## src/rtl/core/wadf_pkg.sv

```systemverilog
package wadf_pkg;

  localparam int unsigned MinPerDay  = 1440;
  localparam int unsigned WeekDays   = 7;
  localparam int unsigned BackDays   = WeekDays;
  localparam int unsigned AheadDays  = WeekDays + 1;
  // floor(x / 45) == (x * RecipMul) >> RecipShift for any 26-bit x
  localparam logic [26:0] RecipMul   = 27'd95443718;
  localparam int unsigned RecipShift = 32;

  localparam int unsigned NowW  = 31;
  localparam int unsigned DowW  = 3;
  localparam int unsigned QuotW = 21;
  localparam int unsigned TodW  = 11;
  localparam int unsigned RemW  = 11;
  localparam int unsigned KeyW  = 32;
  localparam int unsigned OffW  = 14;

  typedef enum logic [1:0] {
    CFG_HOUR   = 2'd0,
    CFG_MINUTE = 2'd1,
    CFG_DAYS   = 2'd2
  } cfg_idx_t;

  typedef struct packed {
    logic [NowW-1:0] now;
    logic [DowW-1:0] dow;
  } req_t;

  typedef struct packed {
    logic [QuotW-1:0] quot;
    logic [NowW-1:0]  now;
    logic [DowW-1:0]  dow;
  } quot_t;

  typedef struct packed {
    logic [RemW-1:0] rem;
    logic [KeyW-1:0] base;
    logic [DowW-1:0] dow;
  } day_t;

  typedef struct packed {
    logic            next_found;
    logic [KeyW-1:0] next_due;
    logic            prev_found;
    logic [KeyW-1:0] prev_due;
  } res_t;

  typedef struct packed {
    logic [TodW-1:0] tod;
    logic [6:0]      days;
  } alarm_t;

  // d * 1440 as shifts and adds
  function automatic logic [OffW-1:0] day_minutes(input logic [3:0] d);
    logic [OffW-1:0] dx;
    dx = OffW'(d);
    return (dx << 10) + (dx << 8) + (dx << 7) + (dx << 5);
  endfunction

  function automatic logic [2:0] mod7(input logic [4:0] v);
    logic [4:0] w;
    w = v;
    if (w >= 5'd14) begin
      w = w - 5'd14;
    end else if (w >= 5'd7) begin
      w = w - 5'd7;
    end
    return w[2:0];
  endfunction

endpackage

```

## src/rtl/core/wadf_pick.sv

```systemverilog
module wadf_pick (
  input  logic               clk,
  input  logic               rst_n,
  input  wadf_pkg::alarm_t   alarm,
  input  logic               up_valid,
  output logic               up_ready,
  input  wadf_pkg::day_t     up_data,
  output logic               dn_valid,
  input  logic               dn_ready,
  output wadf_pkg::res_t     dn_data
);

  logic                            valid_r;
  wadf_pkg::res_t                  data_r;
  wadf_pkg::res_t                  data_nxt;
  logic                            one_shot;
  logic [wadf_pkg::OffW-1:0]       tod_w;
  logic [wadf_pkg::OffW-1:0]       rem_w;
  logic [wadf_pkg::BackDays-1:0]   hit_b;
  logic [wadf_pkg::AheadDays-1:0]  hit_f;
  logic [2:0]                      sel_b;
  logic [3:0]                      sel_f;
  logic [2:0]                      wd;

  assign one_shot = (alarm.days == '0);
  assign tod_w    = wadf_pkg::OffW'(alarm.tod);
  assign rem_w    = wadf_pkg::OffW'(up_data.rem);

  always_comb begin
    hit_b = '0;
    hit_f = '0;
    wd    = '0;
    for (int d = 0; d < wadf_pkg::BackDays; d++) begin
      wd = wadf_pkg::mod7(5'(up_data.dow) + 5'd6 - 5'(d));
      hit_b[d] = (tod_w <= rem_w + wadf_pkg::day_minutes(4'(d))) &&
                 (one_shot ? (d == 0) : alarm.days[wd]);
    end
    for (int d = 0; d < wadf_pkg::AheadDays; d++) begin
      wd = wadf_pkg::mod7(5'(up_data.dow) + 5'd6 + 5'(d));
      hit_f[d] = (tod_w + wadf_pkg::day_minutes(4'(d)) > rem_w) &&
                 (one_shot ? (d < 2) : alarm.days[wd]);
    end
  end

  // nearest day wins
  always_comb begin
    sel_b = '0;
    sel_f = '0;
    for (int d = wadf_pkg::BackDays - 1; d >= 0; d--) begin
      if (hit_b[d]) begin
        sel_b = 3'(d);
      end
    end
    for (int d = wadf_pkg::AheadDays - 1; d >= 0; d--) begin
      if (hit_f[d]) begin
        sel_f = 4'(d);
      end
    end
  end

  always_comb begin
    data_nxt.prev_found = |hit_b;
    data_nxt.next_found = |hit_f;
    data_nxt.prev_due   = (|hit_b) ?
        up_data.base - wadf_pkg::KeyW'(wadf_pkg::day_minutes({1'b0, sel_b})) : '0;
    data_nxt.next_due   = (|hit_f) ?
        up_data.base + wadf_pkg::KeyW'(wadf_pkg::day_minutes(sel_f)) : '0;
  end

  assign up_ready = !valid_r || dn_ready;

  always_ff @(posedge clk) begin
    if (!rst_n) begin
      valid_r <= 1'b0;
    end else if (up_ready) begin
      valid_r <= up_valid;
    end
  end

  always_ff @(posedge clk) begin
    if (up_ready && up_valid) begin
      data_r <= data_nxt;
    end
  end

  assign dn_valid = valid_r;
  assign dn_data  = data_r;

endmodule

```

## config.mk

```make
export PLATFORM = sky130hd
export DESIGN_NAME = wadf_pick
export DESIGN_NICKNAME = d
export VERILOG_FILES = /design/src/rtl/core/wadf_pkg.sv /design/src/rtl/core/wadf_pick.sv
export SDC_FILE = /design/constraint.sdc
export NUM_CORES = 1
export LEC_CHECK = 0
export BUFFER_PORTS_ARGS = -buffer_cell sky130_fd_sc_hd__buf_2
export CAP_MARGIN = 0
export CORE_MARGIN = 4
export CORE_UTILIZATION = 40
export CTS_CLUSTER_DIAMETER = 50
export CTS_CLUSTER_SIZE = 8
export DETAILED_ROUTE_END_ITERATION = 7
export PLACE_DENSITY = 0.59
export SLEW_MARGIN = 40
export SYNTH_ARGS = -nofsm -noshare
export SYNTH_HDL_FRONTEND = slang
export SYNTH_SLANG_ARGS = --single-unit
```

## constraint.sdc

```tcl
create_clock -name clk -period 11 [get_ports clk]
set_input_delay 0.55 -clock clk [delete_from_list [all_inputs] [get_ports clk]]
set_output_delay 0.55 -clock clk [all_outputs]
set_load 0.02 [all_outputs]
```

* After elaboration in Yosys (flattened, before gate mapping)
Index checks and enable logic that the tools add are counted.
** Operators by class
- Reduce and logical (&&, ||, !) cells :: 21
- Add/subtract/negate cells :: 63
- Bitwise operators :: 0
- $mul :: 0
- Magnitude comparators :: 57
- Shift operators :: 0
- Div/mod/pow operators :: 0
- Mux-type cells :: 85
- Equal/unequal tests :: 0
** Operator list (number)
- $mux 3 :: 36
- $add 11x13->14 const B :: 6
- $sub 3x3->3 const B :: 28
- $gt 14x11->1 :: 5
- $ge 5x3->1 const B :: 13
- $ge 5x4->1 const B :: 13
- $le 11x14->1 :: 4
- $lt 3x4->1 const B :: 14
- $add 11x14->14 const B :: 3
- $bmux 1 s3 :: 14
- $add 32x14->32 :: 1
- $sub 32x14->32 :: 1
- $mux 1 :: 28
- $mux 4 :: 7
- $add 11x12->13 const B :: 2
- $add 11x11->12 const B :: 2
- $add 4x3->5 const B :: 4
- $logic_and 1x1->1 :: 16
- $sub 4x3->5 const B :: 3
- $add 13x11->14 :: 1
- $add 14x10->14 :: 1
- $add 14x11->14 :: 1
- $add 14x12->14 :: 1
- $add 14x8->14 :: 1
- 19 further kinds :: 21
** Storage, ports and cells
- Bits in latches :: 0
- Bits in registers :: 67
- Bits of input ports :: 68
- Logic and storage cells :: 231
- Memory bits (writable) :: 0
- Memories :: 0
- Output and inout port bits :: 68
- Memory bits (read-only) :: 0

* Longest topological paths before layout
- Depth in word-level cells :: 21
- Depth in mapped cells :: 33
- Depth with buffers taken out :: 28

* Worst setup path before layout
OpenSTA, ideal clock, no wires.
- Path kind :: input to register
- From :: input up_data[0] (netlist bit)
- To :: register data_r, in the netlist dn_data[21], data pin
- Required time :: 10.740 ns
- Arrival :: 7.295 ns
- Buffers on the path :: 5
- Setup time :: 0.260 ns
- Cell stages on the path :: 32
- Setup slack :: 3.445 ns
- Cells stage by stage :: clkbuf_1 inv_1 buf_1 clkbuf_1 ha_1 inv_1 fa_1 inv_1 ha_1 clkbuf_1 o211ai_1 a31oi_1 or2_2 a211o_1 a31oi_1 or2_2 a21boi_0 o21a_1 ha_1 ha_1 ha_1 inv_1 ha_1 o21a_1 o21ai_0 a21oi_1 o21a_1 o21ai_0 clkbuf_1 nand3_1 o21ai_0 a21oi_1
** On the way
- Cells in the longest elaborated chain, start to end :: 20
- Elaborated cells between the ends (all ways) :: 89
- Those cells by class :: 25 x add/sub; 14 x order compare; 42 x mux; 8 x reduce/logical
** RTL lines
- from (decl) :: RTL line wadf_pick.sv:7 : input wadf_pkg::day_t up_data,
- $add 3x3->4 * :: RTL line wadf_pick.sv:34 : wd = wadf_pkg::mod7(5'(up_data.dow) + 5'd6 - 5'(d));
- $sub 4x3->5 :: RTL line wadf_pick.sv:34
- $ge 5x3->1 or $sub 3x3->3 (tied branches) :: RTL line wadf_pkg.sv:66, wadf_pkg.sv:67
- $mux 3 :: RTL line wadf_pkg.sv:66 : end else if (w >= 5'd7) begin
- $mux 3 :: RTL line wadf_pkg.sv:64 : if (w >= 5'd14) begin
- $bmux 1 s3 :: RTL line wadf_pick.sv:36 : (one_shot ? (d == 0) : alarm.days[wd]);
- $mux 1 (not written as such) :: RTL line wadf_pick.sv:36
- $mux 1 :: RTL line wadf_pick.sv:36
- $logic_and 1x1->1 :: RTL line wadf_pick.sv:35 : hit_b[d] = (tod_w <= rem_w + wadf_pkg::day_minutes(4'(d))) &&
- $mux 3 (7 in series) :: RTL line wadf_pick.sv:50 : if (hit_b[d]) begin
- $add 13x11->14 :: RTL line wadf_pkg.sv:58 : return (dx << 10) + (dx << 8) + (dx << 7) + (dx << 5);
- $add 14x10->14 :: RTL line wadf_pkg.sv:58
- $add 14x8->14 :: RTL line wadf_pkg.sv:58
- $sub 32x14->32 :: RTL line wadf_pick.sv:65 : up_data.base - wadf_pkg::KeyW'(wadf_pkg::day_minutes({1'b0, sel_b})) : '0;
- to (signal assigned) :: RTL line wadf_pick.sv:82 : data_r <= data_nxt;
- to (decl) :: RTL line wadf_pick.sv:14 : wadf_pkg::res_t data_r;
Mark *: on every way between the ends. The rest lies on a longest branch, timed or not. The select of a mux whose other input is x is not followed.
A chain may end at the register's enable or synchronous reset.

* Worst setup path after layout
- From :: input up_data[1] (netlist bit)
- To :: register data_r, in the netlist dn_data[63], data pin
** On the way
- Cells in the longest elaborated chain, start to end :: 21
- Elaborated cells between the ends (all ways) :: 101
- Those cells by class :: 28 x add/sub; 16 x order compare; 48 x mux; 9 x reduce/logical
** RTL lines
- $add 3x3->4 * :: RTL line wadf_pick.sv:39 : wd = wadf_pkg::mod7(5'(up_data.dow) + 5'd6 + 5'(d));
- $add 4x3->5 :: RTL line wadf_pick.sv:39
- $ge 5x3->1 or $sub 3x3->3 (tied branches) :: RTL line wadf_pkg.sv:66, wadf_pkg.sv:67
- $mux 3 :: RTL line wadf_pkg.sv:66
- $mux 3 :: RTL line wadf_pkg.sv:64
- $bmux 1 s3 :: RTL line wadf_pick.sv:41 : (one_shot ? (d < 2) : alarm.days[wd]);
- $mux 1 (not written as such) :: RTL line wadf_pick.sv:41
- $mux 1 :: RTL line wadf_pick.sv:41
- $logic_and 1x1->1 :: RTL line wadf_pick.sv:40 : hit_f[d] = (tod_w + wadf_pkg::day_minutes(4'(d)) > rem_w) &&
- $mux 3 :: RTL line wadf_pick.sv:55 : if (hit_f[d]) begin
- $mux 4 (7 in series) :: RTL line wadf_pick.sv:55
- $add 14x12->14 :: RTL line wadf_pkg.sv:58
- $add 14x11->14 :: RTL line wadf_pkg.sv:58
- $add 14x9->14 :: RTL line wadf_pkg.sv:58
- $add 32x14->32 :: RTL line wadf_pick.sv:67 : up_data.base + wadf_pkg::KeyW'(wadf_pkg::day_minutes(sel_f)) : '0;
Marked as above.

==> metrics.md <==
| Metric | Value |
|---|---|
| CTS buffer count | `9` |
| Clock network fraction of total power | `0.163` |
| Max FO, Critical Path | `27` |
| Pwr dens | `180 nW/µm²` |
| Yosys warnings | `0` |
| Slowest cell on crit path | `fa_1` |
| Proportion of synthesized area in mux cells | `0.0627` |
| Fin. max-slew vios | `0` |
| Final GP Congestion | `0.903` |
| Grt ovf | `0` |
| Clock Path Buffers | `2` |
| #FFs+latches synth | `67` |
| Simple-gate share of the synthesized area | `0.218` |
| Max Clock Freq | `0.126 GHz` |
| Nets | `1277` |
| Post-DRT Antenna Nets | `0` |
| Register area | `2000 µm²` |
| Crit Path Category | `in -> reg` |
| Mapped cell area | `8480 µm²` |
| Multi-input gate area | `6000 µm²` |
| Worst path arrival time | `7.99 ns` |
| Number of port buffers | `135` |
| Slew margin rel. | `0.464` |
| Initial DRC Count | `637` |
| Synth async-reset ratio | `0` |
| Post-synthesis sequential area ratio | `0.236` |
| Largest net degree at the start of global routing | `67` |
| Die X | `154 µm` |
| Die ar. | `23600 µm²` |
| Row cnt | `52` |
| Post-DR wirelength/cell | `between 15 and 20 µm` |
| Antenna diode count | `0` |
| Clock period minus worst slack | `between 7 and 8 ns` |
| Syn_nets | `1178` |
| Sw frac | `0.432` |
| Largest family of logic cells by synthesized area | `simple AND/OR/NAND/NOR gates` |
| Top_reg_cell synth | `edfxtp_1` |
| Final setup violation count | `0` |
| Drt pass-1 iters | `5` |
| Post-CTS Setup Inserts | `0` |
| Avg Cell Area, Syn | `8.38 µm²` |
| RSZ-0062 raised after global routing | `no` |
| EDFF count, synth | `66` |
| CP required | `11.07 ns` |
| Starting density of the core | `0.412` |
| Area Growth Syn to Fin | `13.3%` |
| Setup TNS | `0 ns` |
| Pwr Total | `1.73 mW` |
| Combinational share of power | `0.610` |
| Initial antenna violation count | `0` |
| Sequential Power Share | `0.226` |
| I/O pin total | `136` |
| # H-tree levels | `3` |
| P_leak | `4.10 nW` |
| Critical Path End Type | `flop` |
| Cts hold-fix bufs | `0` |
| Adder-Cell Fraction of Synth Area | `0.151` |
| Die H | `154 µm` |
| Switching power | `747 µW` |
| Fin. Hold Viols | `0` |
| XOR/XNOR share of the synthesized area | `0.0630` |
| Most used cell, CP | `ha_1` |
| Largest stage delay, worst path | `0.77 ns` |
| Core area | `20600 µm²` |
| Post-CTS resize count | `0` |
| Worst Skew | `0.00475 ns` |
| CTS tree | `yes` |
| Gr usage total | `0.196` |
| Reg clk slew, reported paths | `0.06 ns` |
| Filler Cells Inserted | `2067` |
| Compound-Gate Fraction of Synth Area | `0.213` |
| GRT busiest layer | `met2` |
| Pint | `983 µW` |
| Vias in the first global route | `7460` |
| Crit share post-route | `0.719` |
| Tightest Pin Transition | `0.794 ns` |
| Cell count after synthesis | `slightly above 1000` |
| Root Buffer | `clkbuf_16` |
| Post-Route WL | `23700 µm` |
| Met1 GRT Util | `0.274` |
| Count of cell types in the netlist | `82` |
| Crit path launch type | `input port` |
| Clock sink count | `67` |
| Clock Latency Late Sink | `0.33 ns` |
| First-pass GRT wire length | `between 30000 and 40000 µm` |
| Via count | `7869` |
| Max cap viols | `0` |
| Outcome | `complete, no violations` |
| DR vias/cell | `5.68` |
| Maximum VDD drop | `0.137 mV` |
| # DRC | `0` |
| Hold Path Class | `in -> reg` |
| Ratio of cells with drive above 1 in the final layout | `0.196` |
| Grt met2 use | `0.316` |
| Met3 GRT Util | `0.0363` |
| Hpwl dp | `17800 µm` |
==> power groups by stage <==
stage,registers (mW),clock network [mW],logic [mW]
after global routing,0.397,0.301,1.20
after detailed placement,0.398,0,1.05
after CTS,0.393,0.290,1.06
after floorplan,0.463,0,0.738
final,0.392,0.282,1.06
after global placement,0.397,0,1.05
==> registers in the layout, summed over array words and instances (netlist names) <==
signal	count
dn_data	66
dn_valid	1
==> through the flow <==
stage               utilization  instance area (µm²)  setup WS, ns  cells  hold WS [ns]
detailed placement        0.453                 9310          2.62   1370         0.530
CTS                       0.467                 9600          2.93   1386         0.470
floorplan                     -                 8480          3.44   1012         0.689
global placement          0.452                 9300          2.68   1369         0.516
finish                    0.467                 9610          3.09   1386         0.483
global route              0.467                 9610          2.40   1386         0.495
==> per-layer routing <==
layer	vias to the layer above	wire length, µm
met3	33	1560
met5	-	0
met4	0	417
met2	245	10900
met1	3679	10900
li1	3912	-
==> kinds of logic (layout without fill, tap and decap cells) <==
family          count (synthesis)  count (layout)
simple gates                  356             356
mux                            45              45
buf+inv                       118             222
xor+xnor                       61              61
fa+ha+maj                      98              98
flops                          67              67
compound gates                267             267
==> final timing paths <==
kind | to | startpoint | cells past startpoint | slack [ns]
worst max-delay path | dn_data[63] | up_data[1] | 25 | 3.09
worst min register to register | dn_valid | dn_valid | 2 | 0.53
worst min-delay path | dn_valid | rst_n | 2 | 0.48
worst max register to register | dn_data[60] | dn_valid | 3 | 9.58
==> synth_stat cells, types with 27 or more instances <==
cell / n / area share
o21ai_0: 45 / 0.027
nor2b_1: 27 / 0.020
nand2_1: 99 / 0.044
a21oi_1: 72 / 0.043
ha_1: 91 / 0.13
nor2_1: 53 / 0.023
inv_1: 62 / 0.027
xnor2_1: 36 / 0.037
mux2i_1: 34 / 0.040
clkbuf_1: 36 / 0.016
nor3_1: 27 / 0.016
edfxtp_1: 66 / 0.23
==> critical path, delay by kind of cell <==
family                     cells  cell delay [ns]
and+or+nand+nor                5             0.83
xor gates and xnor gates       1             0.19
muxes                          1             0.15
AOI/OAI and AO/OA              9             2.78
adders and majority gates      6             2.56
buffers and inverters          3             0.91
==> cell type report <==
class,count,share of cell area
Timing Repair Buffer,143,0.0767
Tap cell,270,0.0352
Sequential cell,67,0.208
Clock inverter,6,0.00677
Multi-Input combinational cell,827,0.625
Inverter,63,0.0246
Clock buffer,10,0.0238
==> layout by cell type, fill, tap and decap left out, drive strengths merged, types with 7 or more instances in the layout <==
cell type / instances
o21ai: 46
nor2b: 33
a211o: 7
nand2: 99
ha: 91
fa: 7
or2: 8
a211oi: 11
and2: 13
or3: 10
clkbuf: 10
o21a: 12
edfxtp: 66
and3: 8
a31oi: 13
xnor2: 36
a21o: 15
inv: 64
mux2i: 34
nor2: 78
nor3: 28
buf: 143
a21oi: 72
xor2: 25
o211ai: 17
nand2b: 17
nand3: 25
nor4: 7
nand4: 12
Note: power is estimated with default switching activity, not from simulation.
