$ cat src/rtl/core/wadf_pkg.sv
package wadf_pkg;

  localparam int unsigned MinPerDay  = 1440;
  localparam int unsigned WeekDays   = 7;
  localparam int unsigned BackDays   = WeekDays;
  localparam int unsigned AheadDays  = WeekDays + 1;
  // floor(x / 45) == (x * RecipMul) >> RecipShift for any 26-bit x
  localparam logic [26:0] RecipMul   = 27'd95443718;
  localparam int unsigned RecipShift = 32;

  localparam int unsigned NowW  = 31;
  localparam int unsigned DowW  = 3;
  localparam int unsigned QuotW = 21;
  localparam int unsigned TodW  = 11;
  localparam int unsigned RemW  = 11;
  localparam int unsigned KeyW  = 32;
  localparam int unsigned OffW  = 14;

  typedef enum logic [1:0] {
    CFG_HOUR   = 2'd0,
    CFG_MINUTE = 2'd1,
    CFG_DAYS   = 2'd2
  } cfg_idx_t;

  typedef struct packed {
    logic [NowW-1:0] now;
    logic [DowW-1:0] dow;
  } req_t;

  typedef struct packed {
    logic [QuotW-1:0] quot;
    logic [NowW-1:0]  now;
    logic [DowW-1:0]  dow;
  } quot_t;

  typedef struct packed {
    logic [RemW-1:0] rem;
    logic [KeyW-1:0] base;
    logic [DowW-1:0] dow;
  } day_t;

  typedef struct packed {
    logic            next_found;
    logic [KeyW-1:0] next_due;
    logic            prev_found;
    logic [KeyW-1:0] prev_due;
  } res_t;

  typedef struct packed {
    logic [TodW-1:0] tod;
    logic [6:0]      days;
  } alarm_t;

  // d * 1440 as shifts and adds
  function automatic logic [OffW-1:0] day_minutes(input logic [3:0] d);
    logic [OffW-1:0] dx;
    dx = OffW'(d);
    return (dx << 10) + (dx << 8) + (dx << 7) + (dx << 5);
  endfunction

  function automatic logic [2:0] mod7(input logic [4:0] v);
    logic [4:0] w;
    w = v;
    if (w >= 5'd14) begin
      w = w - 5'd14;
    end else if (w >= 5'd7) begin
      w = w - 5'd7;
    end
    return w[2:0];
  endfunction

endpackage

$ cat src/rtl/core/wadf_day_base.sv
module wadf_day_base (
  input  logic                        clk,
  input  logic                        rst_n,
  input  logic [wadf_pkg::TodW-1:0]   tod,
  input  logic                        up_valid,
  output logic                        up_ready,
  input  wadf_pkg::quot_t             up_data,
  output logic                        dn_valid,
  input  logic                        dn_ready,
  output wadf_pkg::day_t              dn_data
);

  logic                          valid_r;
  wadf_pkg::day_t                data_r;
  wadf_pkg::day_t                data_nxt;
  logic [wadf_pkg::NowW-1:0]     today;
  logic [wadf_pkg::NowW-1:0]     q;
  logic [wadf_pkg::NowW-1:0]     diff;

  assign q     = wadf_pkg::NowW'(up_data.quot);
  assign today = (q << 10) + (q << 8) + (q << 7) + (q << 5);
  assign diff  = up_data.now - today;

  always_comb begin
    data_nxt.rem  = diff[wadf_pkg::RemW-1:0];
    data_nxt.base = wadf_pkg::KeyW'(today) + wadf_pkg::KeyW'(tod);
    data_nxt.dow  = up_data.dow;
  end

  assign up_ready = !valid_r || dn_ready;

  always_ff @(posedge clk) begin
    if (!rst_n) begin
      valid_r <= 1'b0;
    end else if (up_ready) begin
      valid_r <= up_valid;
    end
  end

  always_ff @(posedge clk) begin
    if (up_ready && up_valid) begin
      data_r <= data_nxt;
    end
  end

  assign dn_valid = valid_r;
  assign dn_data  = data_r;

endmodule

$ cat config.mk
export PLATFORM = sky130hd
export DESIGN_NAME = wadf_day_base
export DESIGN_NICKNAME = d
export VERILOG_FILES = /design/src/rtl/core/wadf_pkg.sv /design/src/rtl/core/wadf_day_base.sv
export SDC_FILE = /design/constraint.sdc
export NUM_CORES = 1
export LEC_CHECK = 0
export BUFFER_PORTS_ARGS = -buffer_cell sky130_fd_sc_hd__buf_2
export CORE_MARGIN = 2
export CORE_UTILIZATION = 45
export CTS_CLUSTER_SIZE = 8
export DETAILED_ROUTE_END_ITERATION = 8
export PLACE_DENSITY = 0.8
export SLEW_MARGIN = 20
export SYNTH_ARGS = -nofsm -noshare
export SYNTH_HDL_FRONTEND = slang
export SYNTH_SLANG_ARGS = --single-unit
$ cat constraint.sdc
create_clock -name clk -period 7.1 [get_ports clk]
set_input_delay 0 -clock clk [delete_from_list [all_inputs] [get_ports clk]]
set_output_delay 0 -clock clk [all_outputs]
set_load 0.02 [all_outputs]
# Yosys cells after proc, flatten, opt, wreduce, memory -nomap -nowiden
# Cells that the tools add are included.
# op_classes
addsub	5
n_reduce_logical	3
# op_table
cell	count
adder 31 x 11 -> 32 bit	1
adder 31 x 26 -> 31 bit	1
adder 31 x 28 -> 31 bit	1
adder 31 x 29 -> 31 bit	1
subtractor 11 bit	1
logical AND 1 bit	1
zero test 1 bit	1
logical OR 1 bit	1
# word_totals
regBits	47
in_bits	70
out_inout_bits	48
word_cells	12

# Logic depth before layout (Yosys ltp)
# Gate-level depths: netlist (run 1).
# logic_depth
word_depth	4
mapped_depth	14

# Worst setup path before layout (run 1)
# OpenSTA, ideal clock, no wires.
# synth_path
kind	input -> register
startpoint	input port up_data[36] (netlist name)
endpoint	register data_r, in the netlist dn_data[32], data pin
setup_ns	0.271
arrival_ns	3.729
required_time_ns	6.829
slack_ns	3.100
cell_stages	13
n_path_buf	0
path_cell_list	inv_1 -> fa_1 -> inv_1 -> fa_1 -> fa_1 -> a21o_2 -> a221o_1 -> a21oi_2 -> xnor2_1 -> nand3_2 -> or3_4 -> or4_4 -> xnor2_2
# synth_rtl
element	line_no	rtl
from (decl)	wadf_day_base.sv:7	input wadf_pkg::quot_t up_data,
to (signal assigned)	wadf_day_base.sv:42	data_r <= data_nxt;
to (decl)	wadf_day_base.sv:14	wadf_pkg::day_t data_r;

==> flow_summary.yaml, run 1 <==
logic_synthesis:
  ys_seq_area_frac: 0.310
  ys_warn_count: 0
  synth_top_area_share: 0.306
  synth_top_flop_cell: "edfxtp_1"
  synth_nets: 575
  ys_seq_elements: 47
  ys_top_cells_by_count: "inv_1 (66), edfxtp_1 (46), ha_1 (41), fa_1 (38), xnor2_1 (29)"
  synth_top_cell_by_area: "edfxtp_1"
  synth.distinct_cells: 67
  synth.most_common_cell: "inv_1"
  avgSynthCellArea_um2: 10.6
  synth_edf_count: 46
  synthesis.instances: 426
  synth_area_um2: 4520
  synth_area_leaders: "edfxtp_1 (31%), fa_1 (17%), ha_1 (11%), xnor2_1 (5.6%), inv_1 (5.5%)"
  async_flop_share: 0
critical_path:
  worst_setup_path_end_kind: "flop"
  r2r-start: "dn_valid"
  critPathMaxFanout: 5
  reg2regPathDepth: 2
  criticalPathCategory: "input port to flop"
  rrSetupSlack_ns: 5.48
  crit_required_ns: 7.13
  startpoint_type: "input port"
  r2r-end: "dn_data[36]"
  arrival_ns: 4.14
drt:
  drt-pass1-iter-count: 5
  route.detailed.drc: 0
  drt-total-wl_mm: 8.94
  antenna_left: 0
  drt_first_iter_violations: 150
  post_drt_via_cell_ratio: 5.10
  wl_per_cell_um: 13.3
  dr_total_vias: 3421
grt:
  antenna_found_initial: 0
  grt_usage: 0.175
  grt_pass1_wl_mm: 16.0
  grt_max_degree: 47
  grt_pass1_vias: 3582
  grt.overflow.total: 0
sta:
  drv_slew: 0
  final-hold-violation-count: 0
  timing.final.ws_setup_ns: 2.99
  setup_viol: 0
  fin_crit_sh: 0.578
  fin_skew_ns: 0.0112
  period_minus_slack_ns: 4.11
  relSlewSlack: 0.326
  rsz0062_at_grt: "no"
  finalSetupTns_ns: 0
  tightest_slew_ns: 1.01
  max_freq_ghz: 0.244
worst_hold_path:
  hold_path.class: "input port to flop"
  min_from: "up_data[13]"
  whs_endpoint: "dn_data[45]"
  holdPathStages: 3
clock_network:
  cts_tree: "done"
  post_cts_buffers: 0
  cts-resized-gates: 0
  cts_max_level: 2
  cts_buffers: 5
  clkLatencyLatePin_ns: 0.30
  cts.sinks: 47
  cts_buffer_depth: 2
  path_clk_slew_ns: 0.09
  root_buffer: "clkbuf_8"
final_layout:
  drive_gt1_frac: 0.229
  antennaDiodeCount: 0
  fillers: 869
  fin_area_um2: 5380
  post-route-util: 0.551
  fin_cells: 671
  fin_nets: 686
  area_delta_synth_final_pct: 19.2
place:
  dpl.cell_count: 647
  placed_cell_area_um2: 5110
  gp_congestion: 0.890
  pre_cts_ws_ns: 2.69
  post-dp-hpwl_mm: 7.41
  numPortBuffers: 97
floorplan:
  core_area_um2: 9770
  start_util: 0.462
  die_h_um: 104
  dieArea_um2: 10900
  std_cell_rows: 36
  ios: 118
  fp.dieW_um: 104
power_and_ir_drop:
  ir_worst_vdd_mv: 0.162
  power.leakage_nw: 2.44
  pwr_density_cell_nw_per_um2: 305
status:
  status: "complete, no violations"
job:
  drv_cap: 0
==> worst max path at each step <==
stage                     start          end  slack [ns]  cells past startpoint
floorplan           up_data[36]  dn_data[32]        3.10                     13
global route        up_data[34]  dn_data[32]        2.81                     14
CTS                 up_data[34]  dn_data[32]        3.01                     14
global placement    up_data[34]  dn_data[32]        2.77                     14
detailed placement  up_data[34]  dn_data[32]        2.69                     14
finish              up_data[34]  dn_data[32]        2.99                     14
==> registers in the layout (all words and copies together), names as in the netlist <==
signal	count
dn_data	46
dn_valid	1
==> where the power goes <==
part           switching (W)  internal (W)  leakage [nW]
registers          0.0000142      0.000412         0.453
logic               0.000606      0.000412          1.93
clock network      0.0000850      0.000114        0.0612
==> layer usage <==
layer	GRT usage	vias up	share of wire
li1	-	1721	-
met1	0.233	1602	0.46
met2	0.302	84	0.49
met3	0.0157	14	0.030
met4	0.0569	0	0.017
met5	0	-	0
==> stage by stage <==
stage	hold slack [ns]	power [W]
after floorplan	0.0989	0.00123
after global placement	0.177	0.00139
after detailed placement	0.179	0.00144
after CTS	0.0830	0.00165
after global routing	0.0854	0.00178
final	0.0866	0.00164
==> layout by cell type (no fill, tap or decap), drive strengths merged, types with 2 or more instances in the layout <==
master,instances
a211oi,7
a21boi,2
a21o,9
a21oi,16
a221oi,4
a22o,2
and2,7
and3,8
and4,2
and4b,2
buf,97
clkbuf,6
dlygate4sd3,16
edfxtp,46
fa,38
ha,41
inv,66
nand2,16
nand2b,3
nand3,9
nand4,3
nor2,16
nor3,11
nor3b,2
nor4,2
o2111ai,2
o21a,14
o21ai,20
or2,3
or3,5
xnor2,30
xor2,9
==> layout make-up <==
class / instances / area [um2] / area share
clock buffers: 6 / 82.6 / 0.0153
clock inverters: 2 / 35.0 / 0.00651
inverters: 66 / 248 / 0.0460
multi-input cells: 304 / 2810 / 0.521
flip-flops and latches: 47 / 1400 / 0.260
well taps: 133 / 166 / 0.0309
repair buffers: 113 / 646 / 0.120
==> repair_timing <==
item,in CTS,in global routing
setup endpoints to repair,0,0
hold buffers,16,0
hold endpoints to repair,15,0
==> cell families after synthesis <==
kind of cell / after synthesis / share of synthesized area
AND/OR/NAND/NOR: 92 / 0.115
AO/OA/AOI/OAI: 93 / 0.145
multiplexers: 1 / 0.00222
flip-flops: 47 / 0.310
buffers and inverters: 75 / 0.0692
adder cells (fa/ha/maj): 79 / 0.282
XOR/XNOR: 39 / 0.0773
==> worst max-delay path: stages <==
cell     delay [ns]
buf_2          0.15
inv_1          0.09
fa_1           0.53
inv_1          0.05
fa_1           0.52
fa_1           0.48
a21o_2         0.27
a221o_1        0.40
a21oi_2        0.23
xnor2_1        0.21
nand3_2        0.16
or3_4          0.37
or4_4          0.53
xnor2_2        0.14
(Power assumes the default switching activity.)
==> run 2: changes to the inputs <==
- PLACE_DENSITY: 0.8 -> 0.82
- clock period: 7.1 -> 3.3 ns (I/O delays scaled with it)
==> run 2 against run 1 <==
  * The flow now finishes with violations (negative setup slack)
  * Sequential share of layout area decreased by 5.6 points
  * Clock skew shrank 0.0053 ns
  * Largest cell class unchanged
  * Clock power grew 100%
  * Power grew to 3.0 times the previous value
==> flow_summary.yaml, run 2 (same netlist as run 1, synthesis figures left out) <==
status:
  status: "complete, but fails checks"
  violations: "negative setup slack"
power_and_ir_drop:
  ir_worst_vdd_mv: 0.389
  power.leakage_nw: 3.19
  pwr_density_cell_nw_per_um2: 712
clock_network:
  path_clk_slew_ns: 0.08
  cts_buffers: 5
  cts.sinks: 47
  root_buffer: "clkbuf_8"
  cts_buffer_depth: 2
  cts_tree: "done"
  cts_max_level: 2
  clkLatencyLatePin_ns: 0.30
sta:
  relSlewSlack: 0.334
  rsz0062_at_grt: "yes"
  drv_slew: 0
  finalSetupTns_ns: -3.02
  setup_viol: 12
  tightest_slew_ns: 0.999
  max_freq_ghz: 0.266
  fin_skew_ns: 0.00585
  timing.final.ws_setup_ns: -0.456
  period_minus_slack_ns: 3.76
  fin_crit_sh: 1.14
  final-hold-violation-count: 0
final_layout:
  largest_reg_flops: 46
  drive_gt1_frac: 0.475
  fin_area_um2: 6870
  layout_commonest_cell: "buf_4"
  fin_cells: 802
  post-route-util: 0.703
  fin_nets: 817
  area_delta_synth_final_pct: 52.0
  antennaDiodeCount: 0
  fillers: 713
  final_cell_mix: "buf_4 (124), buf_2 (93), inv_1 (54)"
floorplan:
  core_area_um2: 9770
  fp.dieW_um: 104
  start_util: 0.462
  ios: 118
  std_cell_rows: 36
  dieArea_um2: 10900
  die_h_um: 104
place:
  post-dp-hpwl_mm: 8.89
  numPortBuffers: 97
  placed_cell_area_um2: 6050
  gp_congestion: 0.855
  dpl.cell_count: 765
grt:
  grt_pass1_vias: 4332
  grt_usage: 0.218
  antenna_found_initial: 0
  grt_max_degree: 47
  grt_pass1_wl_mm: 19.5
  grt.overflow.total: 0
drt:
  antenna_left: 0
  route.detailed.drc: 0
  drt-pass1-iter-count: 5
  wl_per_cell_um: 14.2
  drt_first_iter_violations: 179
  post_drt_via_cell_ratio: 5.03
  dr_total_vias: 4032
  drt-total-wl_mm: 11.4
critical_path:
  startpoint_type: "input port"
  crit_required_ns: 3.35
  critPathMaxFanout: 4
  arrival_ns: 3.81
  reg2regPathDepth: 2
  criticalPathCategory: "input port to flop"
  worst_setup_path_end_kind: "flop"
worst_hold_path:
  holdPathStages: 2
  hold_path.class: "input port to flop"
job:
  drv_cap: 0
run 2: cell types whose count changed in the layout (fill, tap and decap cells not counted), sizes merged:
cell | before | now
clkbuf | 6 | 5
clkinv | 1 | 2
dlygate4sd3 | 16 | 15
buf | 97 | 229
clkinvlp | 0 | 4
inv | 66 | 62
run 2: per-layer routing:
layer  share of wire  global-route usage  vias up
met4           0.022              0.0743        0
met5               0                   0        -
met2            0.52               0.398      111
met1            0.43               0.269     1921
li1                -                   -     1981
met3           0.035              0.0232       19
run 2: where the power goes:
group	switching [W]	internal [W]
registers	0.0000301	0.000887
clock network	0.000179	0.000222
logic	0.00178	0.00179
run 2: timing repair:
item / CTS / global route
hold buffers: 15 / 0
gates resized for setup: 48 / 48
setup buffers: 11 / 7
setup endpoints to repair: 11 / 14
pin swaps: 20 / 30
hold endpoints to repair: 14 / 0
run 2: final timing paths:
check	start	endpoint	slack [ns]
max	up_data[34]	dn_data[32]	-0.46
min	tod[5]	dn_data[8]	0.02
max reg2reg	dn_valid	dn_data[44]	1.68
min reg2reg	dn_valid	dn_valid	1.10
run 2: critical path, cell delays in order:
cell and delay, ns:
buf_8 0.08, inv_4 0.03, fa_1 0.56, inv_2 0.04, fa_1 0.52, fa_2 0.41, a21o_4 0.23, buf_4 0.13
a221oi_2 0.27, xnor2_1 0.18, and3_4 0.24, nand3_4 0.07, or3_4 0.34, or4_4 0.54, xnor2_2 0.15
run 2: area by class of cell:
class,instances,area (um2),share of cell area
multi-input cells,304,3240,0.471
repair buffers,244,1690,0.245
flip-flops and latches,47,1400,0.204
inverters,66,270,0.0394
well taps,133,166,0.0242
clock buffers,5,68.8,0.0100
clock inverters,3,38.8,0.00565
run 2: metrics by stage:
stage / hold slack (ns) / setup slack, ns / power, W
6_report: 0.0246 / -0.456 / 0.00489
4_1_cts: 0.00636 / -0.348 / 0.00459
3_3_place_gp: 0.178 / -0.681 / 0.00379
3_5_place_dp: 0.178 / -0.756 / 0.00390
5_1_grt: 0.0168 / -0.563 / 0.00526
2_1_floorplan: 0.0989 / -0.510 / 0.00270
==> run 3: changes to the inputs <==
- CELL_PAD_IN_SITES_DETAIL_PLACEMENT: not set -> 2
- CELL_PAD_IN_SITES_GLOBAL_PLACEMENT: not set -> 2
- CORE_UTILIZATION: 45 -> 31
- PLACE_DENSITY: 0.82 -> 0.89
==> run 3 against run 2 <==
  * The run still ends with negative setup slack left
  * Die area grew 43%
  * Via count grew 23%
  * Final cell count grew 8.9%
  * First-iteration DRC count grew 110%
  * Sequential share of layout area shrank 1.2 points
==> flow_summary.yaml, run 3 (same netlist as run 1, synthesis figures left out) <==
floorplan:
  fp.dieW_um: 125
  dieArea_um2: 15600
  std_cell_rows: 44
  core_area_um2: 14400
  die_h_um: 125
  start_util: 0.314
  ios: 118
sta:
  timing.final.ws_setup_ns: -0.782
  tightest_slew_ns: 0.688
  fin_crit_sh: 1.24
  drv_slew: 0
  final-hold-violation-count: 0
  max_freq_ghz: 0.245
  rsz0062_at_grt: "yes"
  fin_skew_ns: 0.00775
  setup_viol: 16
  relSlewSlack: 0.537
  period_minus_slack_ns: 4.08
final_layout:
  drive_gt1_frac: 0.525
  fin_nets: 836
  largest_reg_flops: 46
  fin_area_um2: 7290
  layout_commonest_cell: "buf_4"
  area_delta_synth_final_pct: 61.4
  final_cell_mix: "buf_4 (148), buf_2 (91), edfxtp_1 (46)"
worst_hold_path:
  min_from: "tod[5]"
  hold_path.class: "input port to flop"
place:
  numPortBuffers: 97
  post-dp-hpwl_mm: 13.8
  placed_cell_area_um2: 6110
  gp_congestion: 0.800
critical_path:
  crit_required_ns: 3.36
  startpoint_type: "input port"
  critPathMaxFanout: 3
  cp-startpoint: "up_data[34]"
  worst_setup_path_end_kind: "flop"
  criticalPathCategory: "input port to flop"
  r2r-start: "dn_valid"
  arrival_ns: 4.14
power_and_ir_drop:
  pwr-share-seq: 0.151
  power.leakage_nw: 3.30
  ir_worst_vdd_mv: 0.340
  clockPowerShare: 0.098
  power_w: 0.00642
  pwr_density_cell_nw_per_um2: 880
  power_frac_comb: 0.751
  internal-power_w: 0.00331
  sw_frac_of_total: 0.485
  switchingPower_w: 0.00311
drt:
  route.detailed.drc: 0
  wl_per_cell_um: 31.7
  drt_first_iter_violations: 384
  drt-pass1-iter-count: 5
  antenna_left: 0
  post_drt_via_cell_ratio: 5.68
  drt-total-wl_mm: 27.7
  dr_total_vias: 4959
clock_network:
  path_clk_slew_ns: 0.08
  root_buffer: "clkbuf_16"
  cts_max_level: 2
  cts.sinks: 47
  cts_tree: "done"
  cts_buffer_depth: 2
  cts_buffers: 5
  clkLatencyLatePin_ns: 0.31
grt:
  grt_pass1_wl_mm: 31.8
  grt.overflow.total: 0
  grt_pass1_vias: 5404
  grt_max_degree: 47
  antenna_found_initial: 1
  grt_usage: 0.267
job:
  drv_cap: 0
status:
  status: "complete, but fails checks"
  violations: "negative setup slack"
==> run 3: cell count changes in the layout (fill, tap and decap cells not counted), sizes merged <==
cell,previous run,this run
buf,229,248
inv,62,64
diode,0,1
clkinv,2,0
==> run 3: repair_timing <==
item	in CTS	in global routing
setup endpoints to repair	16	15
resized for setup	72	54
pin swaps	29	44
hold buffers	15	0
hold endpoints to repair	14	0
buffers inserted	14	20
==> run 3: worst max-delay path: stages <==
cell and delay (ns):
buf_8 0.08, inv_4 0.03, fa_1 0.52, inv_1 0.08, fa_1 0.55, fa_2 0.43, a21o_4 0.24, buf_4 0.17
a221oi_4 0.46, xnor2_2 0.20, and3_4 0.25, nand3_4 0.09, or3_4 0.40, or4_4 0.44, xnor2_2 0.17
==> run 3: power by group through the flow <==
stage	clock network, W	registers, W	logic, W
floorplan	0	0.00113	0.00157
global placement	0	0.000931	0.00289
detailed placement	0	0.000955	0.00322
CTS	0.000609	0.000951	0.00368
global route	0.000652	0.000972	0.00493
finish	0.000630	0.000968	0.00482
==> run 3: path summary, 6_finish.rpt <==
| check | cells after the start | end | slack [ns] |
|---|---|---|---|
| hold reg to reg | 2 | dn_data[13] | 1.11 |
| hold / removal | 2 | dn_data[8] | 0.07 |
| setup / recovery | 15 | dn_data[32] | -0.78 |
| setup reg to reg | 2 | dn_data[16] | 1.84 |
==> run 3: layout make-up <==
type                            instances  area, um2
Antenna cell                            1       2.50
Clock buffer                            5        125
Clock inverter                          3       46.3
Fill cell                            1432       7080
Inverter                               66        272
Multi-Input combinational cell        304       3390
Sequential cell                        47       1400
Tap cell                              184        230
Timing Repair Buffer                  263       1820
==> run 3: stage by stage <==
stage	worst slack (ns)	utilization	setup TNS (ns)	instances	hold slack [ns]
after global placement	-0.684	0.425	-5.40	815	0.178
after CTS	-0.412	0.478	-1.94	852	0.0709
after floorplan	-0.510	-	-2.14	426	0.0989
final	-0.782	0.507	-8.52	873	0.0747
after global routing	-0.808	0.507	-9.01	873	0.0778
after detailed placement	-0.977	0.425	-10.23	815	0.181
==> run 3: layer usage <==
metal  up-vias  global-route usage  wire length (um)
li1       2023                   -                 -
met1      2520               0.262              9530
met2       286               0.542             14400
met3       130              0.0369              1460
met4         0               0.118              2260
met5         -                   0                 0
